`src/hdl/pfs_pkg.sv`:
```
// ----------------------------------------------------------------------------
// pfs_pkg
// Shared types and constants of the printf conversion spec parser.
// ----------------------------------------------------------------------------
package pfs_pkg;

	localparam int unsigned MaxSpecLenDefault = 255;

	localparam logic [7:0] ChMinus = 8'h2D;
	localparam logic [7:0] ChPlus  = 8'h2B;
	localparam logic [7:0] ChQuote = 8'h27;
	localparam logic [7:0] ChZero  = 8'h30;
	localparam logic [7:0] ChNine  = 8'h39;
	localparam logic [7:0] ChHash  = 8'h23;
	localparam logic [7:0] ChSpace = 8'h20;
	localparam logic [7:0] ChStar  = 8'h2A;
	localparam logic [7:0] ChDot   = 8'h2E;
	localparam logic [7:0] ChLowH  = 8'h68;
	localparam logic [7:0] ChLowL  = 8'h6C;
	localparam logic [7:0] ChLowJ  = 8'h6A;
	localparam logic [7:0] ChUpL   = 8'h4C;
	localparam logic [7:0] ChUpD   = 8'h44;
	localparam logic [7:0] ChLowW  = 8'h77;

	localparam int unsigned FlagLeft  = 0;
	localparam int unsigned FlagPlus  = 1;
	localparam int unsigned FlagThou  = 2;
	localparam int unsigned FlagZero  = 3;
	localparam int unsigned FlagAlt   = 4;
	localparam int unsigned FlagSpace = 5;

	localparam logic [31:0] SatMax = 32'h7FFF_FFFF;
	localparam logic [31:0] NotGiven = 32'hFFFF_FFFF;

	typedef enum logic [3:0] {
		LM_NONE = 4'd0,
		LM_H    = 4'd1,
		LM_L    = 4'd2,
		LM_J    = 4'd3,
		LM_LL   = 4'd4,
		LM_D    = 4'd5,
		LM_W    = 4'd6,
		LM_HH   = 4'd7,
		LM_JJ   = 4'd8
	} len_mod_t;

	typedef enum logic [2:0] {
		PH_FLAGS  = 3'd0,
		PH_WDIG   = 3'd1,
		PH_AFTERW = 3'd2,
		PH_PSTART = 3'd3,
		PH_PDIG   = 3'd4,
		PH_MODS   = 3'd5
	} phase_t;

	typedef struct packed {
		phase_t      phase;
		logic [5:0]  flags;
		logic [31:0] width;
		logic [31:0] prec;
		len_mod_t    mod;
		logic [1:0]  half_cnt;
		logic [1:0]  long_cnt;
		logic [1:0]  imax_cnt;
	} spec_state_t;

	typedef struct packed {
		logic [3:0]  length_mod;
		logic [31:0] precision;
		logic [31:0] field_width;
		logic [5:0]  flags;
		logic [7:0]  skip_len;
		logic [7:0]  code;
		logic        status;
	} spec_result_t;

	localparam spec_state_t SpecClear = '{
		phase: PH_FLAGS, flags: 6'd0, width: NotGiven, prec: NotGiven,
		mod: LM_NONE, half_cnt: 2'd0, long_cnt: 2'd0, imax_cnt: 2'd0
	};

endpackage

```
`src/hdl/pfs_digit.sv`:
```
// ----------------------------------------------------------------------------
// pfs_digit
// Appends one decimal digit to a value, saturating at the largest int.
// ----------------------------------------------------------------------------
module pfs_digit (
	input  logic [31:0] base,
	input  logic [7:0]  ch,
	output logic [31:0] sum
);
	import pfs_pkg::*;

	logic [3:0]  digit;
	logic [31:0] limit;
	logic [31:0] times_ten;

	assign digit     = ch[3:0] - ChZero[3:0];
	assign limit     = (digit > 4'd7) ? 32'd214748363 : 32'd214748364;
	assign times_ten = {base[28:0], 3'b000} + {base[30:0], 1'b0};
	assign sum       = (base > limit) ? SatMax : (times_ten + {28'd0, digit});

endmodule

```
`src/hdl/pfs_step.sv`:
```
// ----------------------------------------------------------------------------
// pfs_step
// Next-state and result logic for one character of a conversion spec.
// ----------------------------------------------------------------------------
module pfs_step (
	input  pfs_pkg::spec_state_t  cur,
	input  logic [7:0]            ch,
	input  logic [31:0]           star_value,
	input  logic                  last,
	input  logic [7:0]            skip_len,
	output pfs_pkg::spec_state_t  nxt,
	output logic                  emit,
	output pfs_pkg::spec_result_t res
);
	import pfs_pkg::*;

	logic [31:0] wbase;
	logic [31:0] pbase;
	logic [31:0] wsum;
	logic [31:0] psum;
	logic        is_dig;

	assign is_dig = (ch >= ChZero) && (ch <= ChNine);
	assign wbase  = (cur.phase == PH_FLAGS) ? 32'd0 : cur.width;
	assign pbase  = (cur.phase == PH_PSTART) ? 32'd0 : cur.prec;

	pfs_digit u_wdig (.base(wbase), .ch(ch), .sum(wsum));
	pfs_digit u_pdig (.base(pbase), .ch(ch), .sum(psum));

	function automatic logic [1:0] bump(input logic [1:0] n);
		return (n == 2'd3) ? 2'd3 : n + 2'd1;
	endfunction

	always_comb begin
		spec_state_t s;
		phase_t      ph;
		logic        taken;
		logic [5:0]  fl;
		len_mod_t    lm;

		s     = cur;
		ph    = cur.phase;
		taken = 1'b0;
		fl    = 6'd0;
		case (ch)
			ChMinus: fl[FlagLeft]  = 1'b1;
			ChPlus:  fl[FlagPlus]  = 1'b1;
			ChQuote: fl[FlagThou]  = 1'b1;
			ChZero:  fl[FlagZero]  = 1'b1;
			ChHash:  fl[FlagAlt]   = 1'b1;
			ChSpace: fl[FlagSpace] = 1'b1;
			default: fl = 6'd0;
		endcase

		if (ph == PH_FLAGS) begin
			if (fl != 6'd0) begin
				s.flags = s.flags | fl;
				taken = 1'b1;
			end else if (ch == ChStar) begin
				if (star_value[31]) begin
					s.width = (star_value == 32'h8000_0000) ? SatMax : (~star_value + 32'd1);
					s.flags[FlagLeft] = ~s.flags[FlagLeft];
				end else begin
					s.width = star_value;
				end
				ph = PH_AFTERW;
				taken = 1'b1;
			end else if (is_dig) begin
				s.width = wsum;
				ph = PH_WDIG;
				taken = 1'b1;
			end else begin
				ph = PH_AFTERW;
			end
		end
		if (!taken && ph == PH_WDIG) begin
			if (is_dig) begin
				s.width = wsum;
				taken = 1'b1;
			end else begin
				ph = PH_AFTERW;
			end
		end
		if (!taken && ph == PH_AFTERW) begin
			if (ch == ChDot) begin
				s.prec = 32'd0;
				ph = PH_PSTART;
				taken = 1'b1;
			end else begin
				ph = PH_MODS;
			end
		end
		if (!taken && ph == PH_PSTART) begin
			if (ch == ChStar) begin
				s.prec = star_value;
				ph = PH_MODS;
				taken = 1'b1;
			end else if (is_dig) begin
				s.prec = psum;
				ph = PH_PDIG;
				taken = 1'b1;
			end else begin
				ph = PH_MODS;
			end
		end
		if (!taken && ph == PH_PDIG) begin
			if (is_dig) begin
				s.prec = psum;
				taken = 1'b1;
			end else begin
				ph = PH_MODS;
			end
		end
		if (!taken) begin
			ph = PH_MODS;
			taken = 1'b1;
			case (ch)
				ChLowH: begin
					s.mod = LM_H;
					s.half_cnt = bump(s.half_cnt);
				end
				ChLowL: begin
					s.mod = LM_L;
					s.long_cnt = bump(s.long_cnt);
				end
				ChLowJ: begin
					s.mod = LM_J;
					s.imax_cnt = bump(s.imax_cnt);
				end
				ChUpL:   s.mod = LM_LL;
				ChUpD:   s.mod = LM_D;
				ChLowW:  s.mod = LM_W;
				default: taken = 1'b0;
			endcase
		end
		s.phase = ph;

		lm = s.mod;
		if (s.half_cnt > 2'd1) lm = LM_HH;
		if (s.long_cnt > 2'd1) lm = LM_LL;
		if (s.imax_cnt > 2'd1) lm = LM_JJ;

		res = '0;
		if (taken) begin
			emit = last;
			nxt  = last ? SpecClear : s;
			res.status = 1'b1;
		end else begin
			emit = 1'b1;
			nxt  = SpecClear;
			res.status      = 1'b0;
			res.code        = ch;
			res.skip_len    = skip_len;
			res.flags       = s.flags;
			res.field_width = s.width;
			res.precision   = s.prec;
			res.length_mod  = lm;
		end
	end

endmodule

```
`src/hdl/printf_format_spec_parser.sv`:
```
// ----------------------------------------------------------------------------
// printf_format_spec_parser
// Parses a printf conversion spec from the characters after a percent sign.
// ----------------------------------------------------------------------------
// Each request carries one character; the parser emits one result when the
// conversion code arrives, or an invalid result (all fields zero, tuser set)
// when tlast marks the end of input first. A character is taken every cycle
// unless the output is stalled: the spec state is updated by one pass of logic
// from the input register, and the result is registered in the output register.
module printf_format_spec_parser #(
	parameter int unsigned MAX_SPEC_LEN = pfs_pkg::MaxSpecLenDefault
) (
	input  logic        clk,
	input  logic        arst_n,
	input  logic        s_axis_tvalid,
	output logic        s_axis_tready,
	input  logic [39:0] s_axis_tdata,  // ch[7:0], star_value[39:8]
	input  logic        s_axis_tlast,  // last
	output logic        m_axis_tvalid,
	input  logic        m_axis_tready,
	output logic [95:0] m_axis_tdata,  // code, skip_len, left, plus, thousands,
	                                   // zero_fill, alternate, space, field_width,
	                                   // precision, length_mod, zero pad
	output logic        m_axis_tuser   // status
);
	import pfs_pkg::*;

	localparam int unsigned CntW = $clog2(MAX_SPEC_LEN + 1);

	logic          valid_s1;
	logic [7:0]    ch_s1;
	logic [31:0]   star_s1;
	logic          last_s1;
	spec_state_t   state_q;
	logic [CntW-1:0] consumed_q;
	logic [CntW-1:0] consumed_inc;
	logic [7:0]    skip_len;
	spec_state_t   state_nxt;
	logic          emit;
	spec_result_t  res;
	spec_result_t  res_q;
	logic          advance;

	assign advance       = !m_axis_tvalid || m_axis_tready;
	assign s_axis_tready = !valid_s1 || advance;

	assign consumed_inc = (consumed_q < CntW'(MAX_SPEC_LEN)) ? consumed_q + 1'b1 : consumed_q;
	assign skip_len     = (consumed_inc > CntW'(255)) ? 8'd255 : 8'(consumed_inc);

	pfs_step u_step (
		.cur(state_q), .ch(ch_s1), .star_value(star_s1), .last(last_s1),
		.skip_len(skip_len), .nxt(state_nxt), .emit(emit), .res(res)
	);

	always_ff @(posedge clk or negedge arst_n) begin
		if (!arst_n) begin
			valid_s1      <= 1'b0;
			state_q       <= SpecClear;
			consumed_q    <= '0;
			m_axis_tvalid <= 1'b0;
		end else begin
			if (s_axis_tready) begin
				valid_s1 <= s_axis_tvalid;
			end
			if (valid_s1 && advance) begin
				state_q       <= state_nxt;
				consumed_q    <= emit ? '0 : consumed_inc;
				m_axis_tvalid <= emit;
			end else if (m_axis_tready) begin
				m_axis_tvalid <= 1'b0;
			end
		end
	end

	always_ff @(posedge clk) begin
		if (s_axis_tready && s_axis_tvalid) begin
			ch_s1   <= s_axis_tdata[7:0];
			star_s1 <= s_axis_tdata[39:8];
			last_s1 <= s_axis_tlast;
		end
		if (valid_s1 && advance && emit) begin
			res_q <= res;
		end
	end

	assign m_axis_tdata = {6'd0, res_q.length_mod, res_q.precision, res_q.field_width,
		res_q.flags, res_q.skip_len, res_q.code};
	assign m_axis_tuser = res_q.status;

`ifndef ASSERT_OFF
	a_invalid_zero: assert property (@(posedge clk) disable iff (!arst_n)
		m_axis_tvalid && m_axis_tuser |-> m_axis_tdata == 96'd0)
		else $error("invalid result carries nonzero fields");
	a_ok_skip: assert property (@(posedge clk) disable iff (!arst_n)
		m_axis_tvalid && !m_axis_tuser |-> m_axis_tdata[15:8] != 8'd0)
		else $error("ok result with zero skip length");
	a_width_range: assert property (@(posedge clk) disable iff (!arst_n)
		valid_s1 |-> !state_q.width[31] || state_q.width == NotGiven)
		else $error("field width below minus one");
	a_clear_after_emit: assert property (@(posedge clk) disable iff (!arst_n)
		valid_s1 && advance && emit |=> consumed_q == '0 && state_q.phase == PH_FLAGS)
		else $error("spec state not cleared after result");
`endif

endmodule

```
`config.mk`:
```
export PLATFORM = sky130hd
export DESIGN_NAME = printf_format_spec_parser
export DESIGN_NICKNAME = d
export VERILOG_FILES = /design/src/hdl/pfs_pkg.sv /design/src/hdl/pfs_digit.sv /design/src/hdl/pfs_step.sv /design/src/hdl/printf_format_spec_parser.sv
export SDC_FILE = /design/constraint.sdc
export NUM_CORES = 1
export LEC_CHECK = 0
export ABC_CLOCK_PERIOD_IN_PS = 15100
export BUFFER_PORTS_ARGS = -buffer_cell sky130_fd_sc_hd__buf_2
export CORE_MARGIN = 2
export CORE_UTILIZATION = 45
export CTS_BUF_LIST = sky130_fd_sc_hd__clkbuf_16
export CTS_CLUSTER_SIZE = 24
export DETAILED_ROUTE_END_ITERATION = 8
export SYNTH_ARGS = -nofsm -noshare
export SYNTH_HDL_FRONTEND = slang
export SYNTH_SLANG_ARGS = --single-unit
```
`constraint.sdc`:
```
create_clock -name clk -period 15.1 [get_ports clk]
set_input_delay 0.755 -clock clk [delete_from_list [all_inputs] [get_ports clk]]
set_output_delay 0.755 -clock clk [all_outputs]
set_load 0.02 [all_outputs]
```
[After elaboration in Yosys (flattened, before gate mapping)]
Index checks and enable logic that the tools add are counted.
Storage, ports and cells
  input port bits: 45
  bits in registers: 225
  output and inout port bits: 99
  word-level logic and storage cells: 169
Cells by class
  magnitude comparators: 10
  reductions and logical operators: 22
  bitwise operators: 3
  muxes and demuxes: 79
  $add $sub $neg: 9
  equal/unequal tests: 23
Operators with widths (count)
  $mux W32: 18
  $mux W83: 2
  $add A32 B32 Y32: 2
  $add A32 B4 Y32: 2
  $eq A8 B6 Y1 const B: 8
  $eq A8 B7 Y1 const B: 6
  $mux W38: 1
  $mux W3: 12
  $add A32 B1 Y32 const B: 1
  $eq A32 B32 Y1 const B: 1
  $gt A32 B28 Y1: 1
  $gt A32 B32 Y1: 1
  $not A32 Y32: 1
  $mux W1: 29
  $mux W8: 3
  $pmux W4 S6: 1
  $mux W2: 8
  $mux W4: 3
  $mux W10: 1
  $eq A3 B2 Y1 const B: 3
  $add A8 B1 Y8 const B: 1
  $ge A8 B6 Y1 const B: 1
  $gt A8 B8 Y1 const B: 1
  $le A8 B6 Y1 const B: 1
  19 further kinds: 38

[Depth between registers and ports, before layout]
  depth in word-level cells: 23
  depth in mapped cells: 17
  mapped depth without buffers: 16

[Hierarchy]
From an unflattened synthesis, not the netlist that was laid out.
Unflattened totals
  cell total of the unflattened synthesis: 2004
  area, all modules: 17087.6 um^2
Modules (own cells, without submodules)
  printf_format_spec_parser: instances 1, seq. area each 6371.1 um^2, cells an instance 570, area an instance 7855.0 um^2
  pfs_digit: instances 2, seq. area each 0.0 um^2, cells an instance 339, area an instance 2458.6 um^2
  pfs_step: instances 1, seq. area each 0.0 um^2, cells an instance 756, area an instance 4315.4 um^2

[Least setup slack after synthesis]
No wires, ideal clock.
  path type: register -> register
  start point: reg ch_s1[5]
  end point: reg res_q, in the netlist m_axis_tdata[0] (enable)
  buffers on the path: 3
  period minus slack after synthesis: 5100 ps
  stages on the path, launching flop included: 11
  data required time: 14608 ps
  library setup time: 492 ps
  setup slack: 10000 ps
  arrival time: 4608 ps
  cells stage by stage: edfxtp_1 > inv_1 > or3_1 > clkbuf_1 > a211o_1 > or2_0 > clkbuf_1 > nand4_1 > nor2_1 > o21a_1 > clkbuf_1
On the way
  cells in the longest elaborated chain, start to end: 21
  elaborated cells between the ends (all ways): 65
  those cells by class: 2 x order compare; 18 x eq/ne; 33 x mux; 12 x reduce/logical
Ends and longest elaborated chain
  start: declaration: line printf_format_spec_parser.sv:31  | logic [7:0] ch_s1;
  start signal: assignment: line printf_format_spec_parser.sv:77  | ch_s1 <= s_axis_tdata[7:0];
  $ge A8 B6 Y1 / $le A8 B6 Y1 (equally long branches): line pfs_step.sv:23  | assign is_dig = (ch >= ChZero) && (ch <= ChNine);
  $logic_and A1 B1 Y1: line pfs_step.sv:23
  $mux W2 / $mux W1 (equally long branches): line pfs_step.sv:68  | end else if (is_dig) begin
  $mux W2 / $mux W1 (equally long branches): line pfs_step.sv:59  | end else if (ch == ChStar) begin
  $mux W3 / $mux W1 (equally long branches): line pfs_step.sv:56  | if (fl != 6'd0) begin
  $mux W3 / $mux W1 (equally long branches): line pfs_step.sv:55  | if (ph == PH_FLAGS) begin
  $eq A3 B1 Y1 / $logic_not A1 Y1 (equally long branches): line pfs_step.sv:76  | if (!taken && ph == PH_WDIG) begin
  $logic_and A1 B1 Y1: line pfs_step.sv:76
  (+5 left out)
  $logic_and A1 B1 Y1 / $mux W1 (equally long branches): line pfs_step.sv:93, pfs_step.sv:94
  $mux W3 / $mux W1 (equally long branches): line pfs_step.sv:93  | if (!taken && ph == PH_PSTART) begin
  $eq A3 B3 Y1 / $logic_not A1 Y1 (equally long branches): line pfs_step.sv:106  | if (!taken && ph == PH_PDIG) begin
  $logic_and A1 B1 Y1: line pfs_step.sv:106
  $mux W1: line pfs_step.sv:106
  $mux W1 *: line pfs_step.sv:114  | if (!taken) begin
  $mux W1 *: line pfs_step.sv:144  | if (taken) begin
  $logic_and A1 B1 Y1 *: line printf_format_spec_parser.sv:81  | if (valid_s1 && advance && emit) begin
  end signal: assignment: line printf_format_spec_parser.sv:82  | res_q <= res;
  end: declaration: line printf_format_spec_parser.sv:41  | spec_result_t res_q;
Mark *: on every way between the ends. The rest lies on a longest branch, timed or not.
A chain may end at the register's enable or synchronous reset.

[Worst setup path after layout]
  start point: reg state_q[82] (netlist name)
  end point: reg res_q, in the netlist m_axis_tdata[50] (data pin)
On the way
  cells in the longest elaborated chain, start to end: 15
  elaborated cells between the ends (all ways): 41
  those cells by class: 2 x add/sub; 1 x order compare; 4 x eq/ne; 25 x mux; 9 x reduce/logical
Ends and longest elaborated chain
  start: declaration: line printf_format_spec_parser.sv:34  | spec_state_t state_q;
  start signal: assignment: line printf_format_spec_parser.sv:58  | state_q <= SpecClear;
  start signal: assignment: line printf_format_spec_parser.sv:66  | state_q <= state_nxt;
  parallel branches: the longest is 15 deep, another holds $add A32 B32 Y32
Several ways; the timed one is not identified.

==> key figures <==
Timing
  – Tmin final: approximately 5.6 ns
  – Pins Over Slew Limit: 0
  – Final worst setup slack: 9.55 ns
  – Final period util: 36.8%
  – RSZ-0062 raised after global routing: false
  – Slew @ Worst Pin: roughly 1.1 ns
  – Worst clock skew: 0.0106 ns
  – Max Clk Rate: approximately 0.18 GHz
  – Final setup TNS: 0 ns
  – Final Hold Fails: 0
  – Max transition margin: about a quarter
  – Final setup vio count: 0

Worst setup path
  – CP arrival: 5.83 ns
  – RR Startpoint: state_q[82]
  – Start point of the critical path: state_q[82]
  – Worst setup path endpoint: m_axis_tdata[50]
  – R2r setup slk: around 9.5 ns
  – R2R cell count: 13
  – Worst Setup End Kind: register
  – Crit path kind: register to register
  – R2r endpoint: m_axis_tdata[50]
  – Worst path required time: 15.38 ns
  – Startpoint types: register
  – CP max FO: 32

CTS
  – Clock root cell: clkbuf_16
  – TritonCTS Buffers: 26
  – CTS clock-pin slew for the worst setup and hold paths: 0.06 ns
  – Setup Buffers After CTS: 0
  – CTS H-tree depth: 1
  – Hold buffer count at cts: 0
  – CTS-repair resized insts: 0
  – TritonCTS Sinks: 225
  – Clock Latency Late Sink: 0.54 ns
  – CTS tree: built
  – Clock buffer depth: 3

Finish
  – Share of cells above drive strength 1: 16.2%
  – Nets: 1935
  – Most common cell after layout, fill and taps aside: nor2_1
  – Number of diodes: 0
  – Commonest non-fill, non-tap cells in the layout: nor2_1, a21oi_1, buf_2
  – Layout Area Growth over Synthesis: 12.0%
  – Fillers: 3241

Synthesis
  – Post-synth ARST share: between 40% and 50%
  – Synth Register Bits: about 230
  – EDFF count, synth: 132
  – Post-synth cell types: approximately 80
  – YS warnings: 0
  – Syn avg cell area: 9.35 um2
  – Seq/Total Area, Yosys: 40.7%
  – Synthesized instance count: 1676
  – Post-Syn Area: 15700 um2
  – Top FF cell, synth: edfxtp_1

Floorplanning
  – FP Rows: 68
  – Die ar.: around 36000 um2
  – Top-Level Pins: roughly 140
  – Die Span Y: ~190 um
  – Initial Utilization: 45.6%
  – Width of the die: 191 um
  – Core Box Area: about 34000 um2

Global route
  – Largest net degree at the start of global routing: 75
  – Vias in the first global route: ~13k
  – Initial antenna violation count: 0
  – GRT Total Usage: 26.8%
  – Global-route wire length before repair: 75700 um
  – Remaining Overflow, GRT: 0

Routing
  – Total Wirelength: 48400 um
  – Via count: 13.6k
  – WL per Instance: 21.6 um
  – Post-DRT Antenna Nets: 0
  – DR DRC count: 0
  – Iter 0 DRT Violations: 1103
  – Drt pass-1 iters: 5
  – Via-per-instance ratio: 6.08

Pwr
  – Leakage Power: a little over 7 nW
  – Pwr dens: 99.5 nW/um2
  – Peak VDD IR: 0.0729 mV

Min path
  – Hold Path Class: input pin to register
  – Hold_sp: s_axis_tdata[19]

Placement
  – PortBufs: 137
  – RD Place Congestion: 0.944
  – Dpl ws: 9.59 ns
  – Dpl hpwl: approximately 34000 um

Run status
  – Status: completed

Flow run
  – Max-Cap Viols: 0
per-stage QoR:
stage          hold WS, ns  std cells  utilization (%)  cell area [um2]  power (mW)
6_report             0.384       2237             51.0            17500        1.75
3_5_place_dp         0.469       2189             48.5            16700        1.11
5_1_grt              0.365       2237             51.0            17500        1.83
2_1_floorplan        0.446       1681                -            15700       0.999
3_3_place_gp         0.460       2189             48.5            16700        1.11
4_1_cts              0.359       2237             51.0            17500        1.76
cells by family after synthesis:
group,count (synthesis),share of synthesized area [%]
adders and majority gates,128,10.4
muxes,7,0.447
and+or+nand+nor,544,17.3
xor gates and xnor gates,76,4.25
buffers and inverters,129,3.46
DFF,225,40.7
other,1,0.0239
AOI/OAI and AO/OA,566,23.5
cell usage after synthesis (18+ instances only):
cell	n	area share, %
o21ai_0	110	3.5
a31oi_1	35	1.4
o21a_1	18	0.86
edfxtp_1	132	25
xor2_1	25	1.4
a22oi_1	22	1.1
and2_1	69	2.8
nor2b_1	37	1.5
o22a_1	33	1.8
inv_1	25	0.60
clkbuf_1	83	2.0
nand3_1	26	0.83
xnor2_1	51	2.9
a21oi_1	164	5.2
dfstp_2	64	11
nand2_1	102	2.4
nor2_1	191	4.6
dfrtp_1	29	4.6
and3_1	19	0.76
a21o_1	28	1.3
ha_1	124	9.9
flip-flops by register name, summed over array words and instances (netlist names):
signal,cells
state_q,83
valid_s1,1
m_axis_tuser,1
consumed_q,8
last_s1,1
m_axis_tvalid,1
ch_s1,8
star_s1,32
m_axis_tdata,90
layout make-up:
cell class / instances / area, um2 / area share (%)
timing repair buffer: 156 / 831 / 4.74
multi-input combinational: 1327 / 8810 / 50.2
clock buffer: 27 / 676 / 3.85
tap: 455 / 569 / 3.25
sequential: 225 / 6370 / 36.3
inverter: 26 / 97.6 / 0.556
clock inverter: 21 / 185 / 1.06
critical path: stages, from the launching register on:
cell and delay [ns]:
dfrtp_1 0.53, or3_1 0.80, and2_1 0.38, fa_1 0.53, fa_1 0.49, a211oi_1 0.30
o21ai_0 0.19, a31o_2 0.27, a311oi_1 0.63, o21ai_1 0.30, a2111oi_0 0.49, a211oi_1 0.10
o32ai_1 0.19, nor2_1 0.07
routing by layer:
layer,vias up,track usage [%],wire length (um)
met1,6475,39.2,22300
met5,-,0,0
li1,6457,-,-
met3,93,4.12,3830
met2,574,40.5,20700
met4,0,8.56,1540
how the worst min path moves through the flow:
stage | to | cells after the start
5_1_grt | star_s1[9] | 1
3_5_place_dp | state_q[7] | 2
2_1_floorplan | state_q[7] | 2
3_3_place_gp | state_q[7] | 2
6_report | star_s1[11] | 1
4_1_cts | star_s1[11] | 1
where the power goes:
group | switching [mW] | total (mW) | internal (mW)
Combinational | 0.248 | 0.381 | 0.132
Clock | 0.264 | 0.638 | 0.374
Sequential | 0.0267 | 0.726 | 0.700
Note: power is estimated with default switching activity, not from simulation.
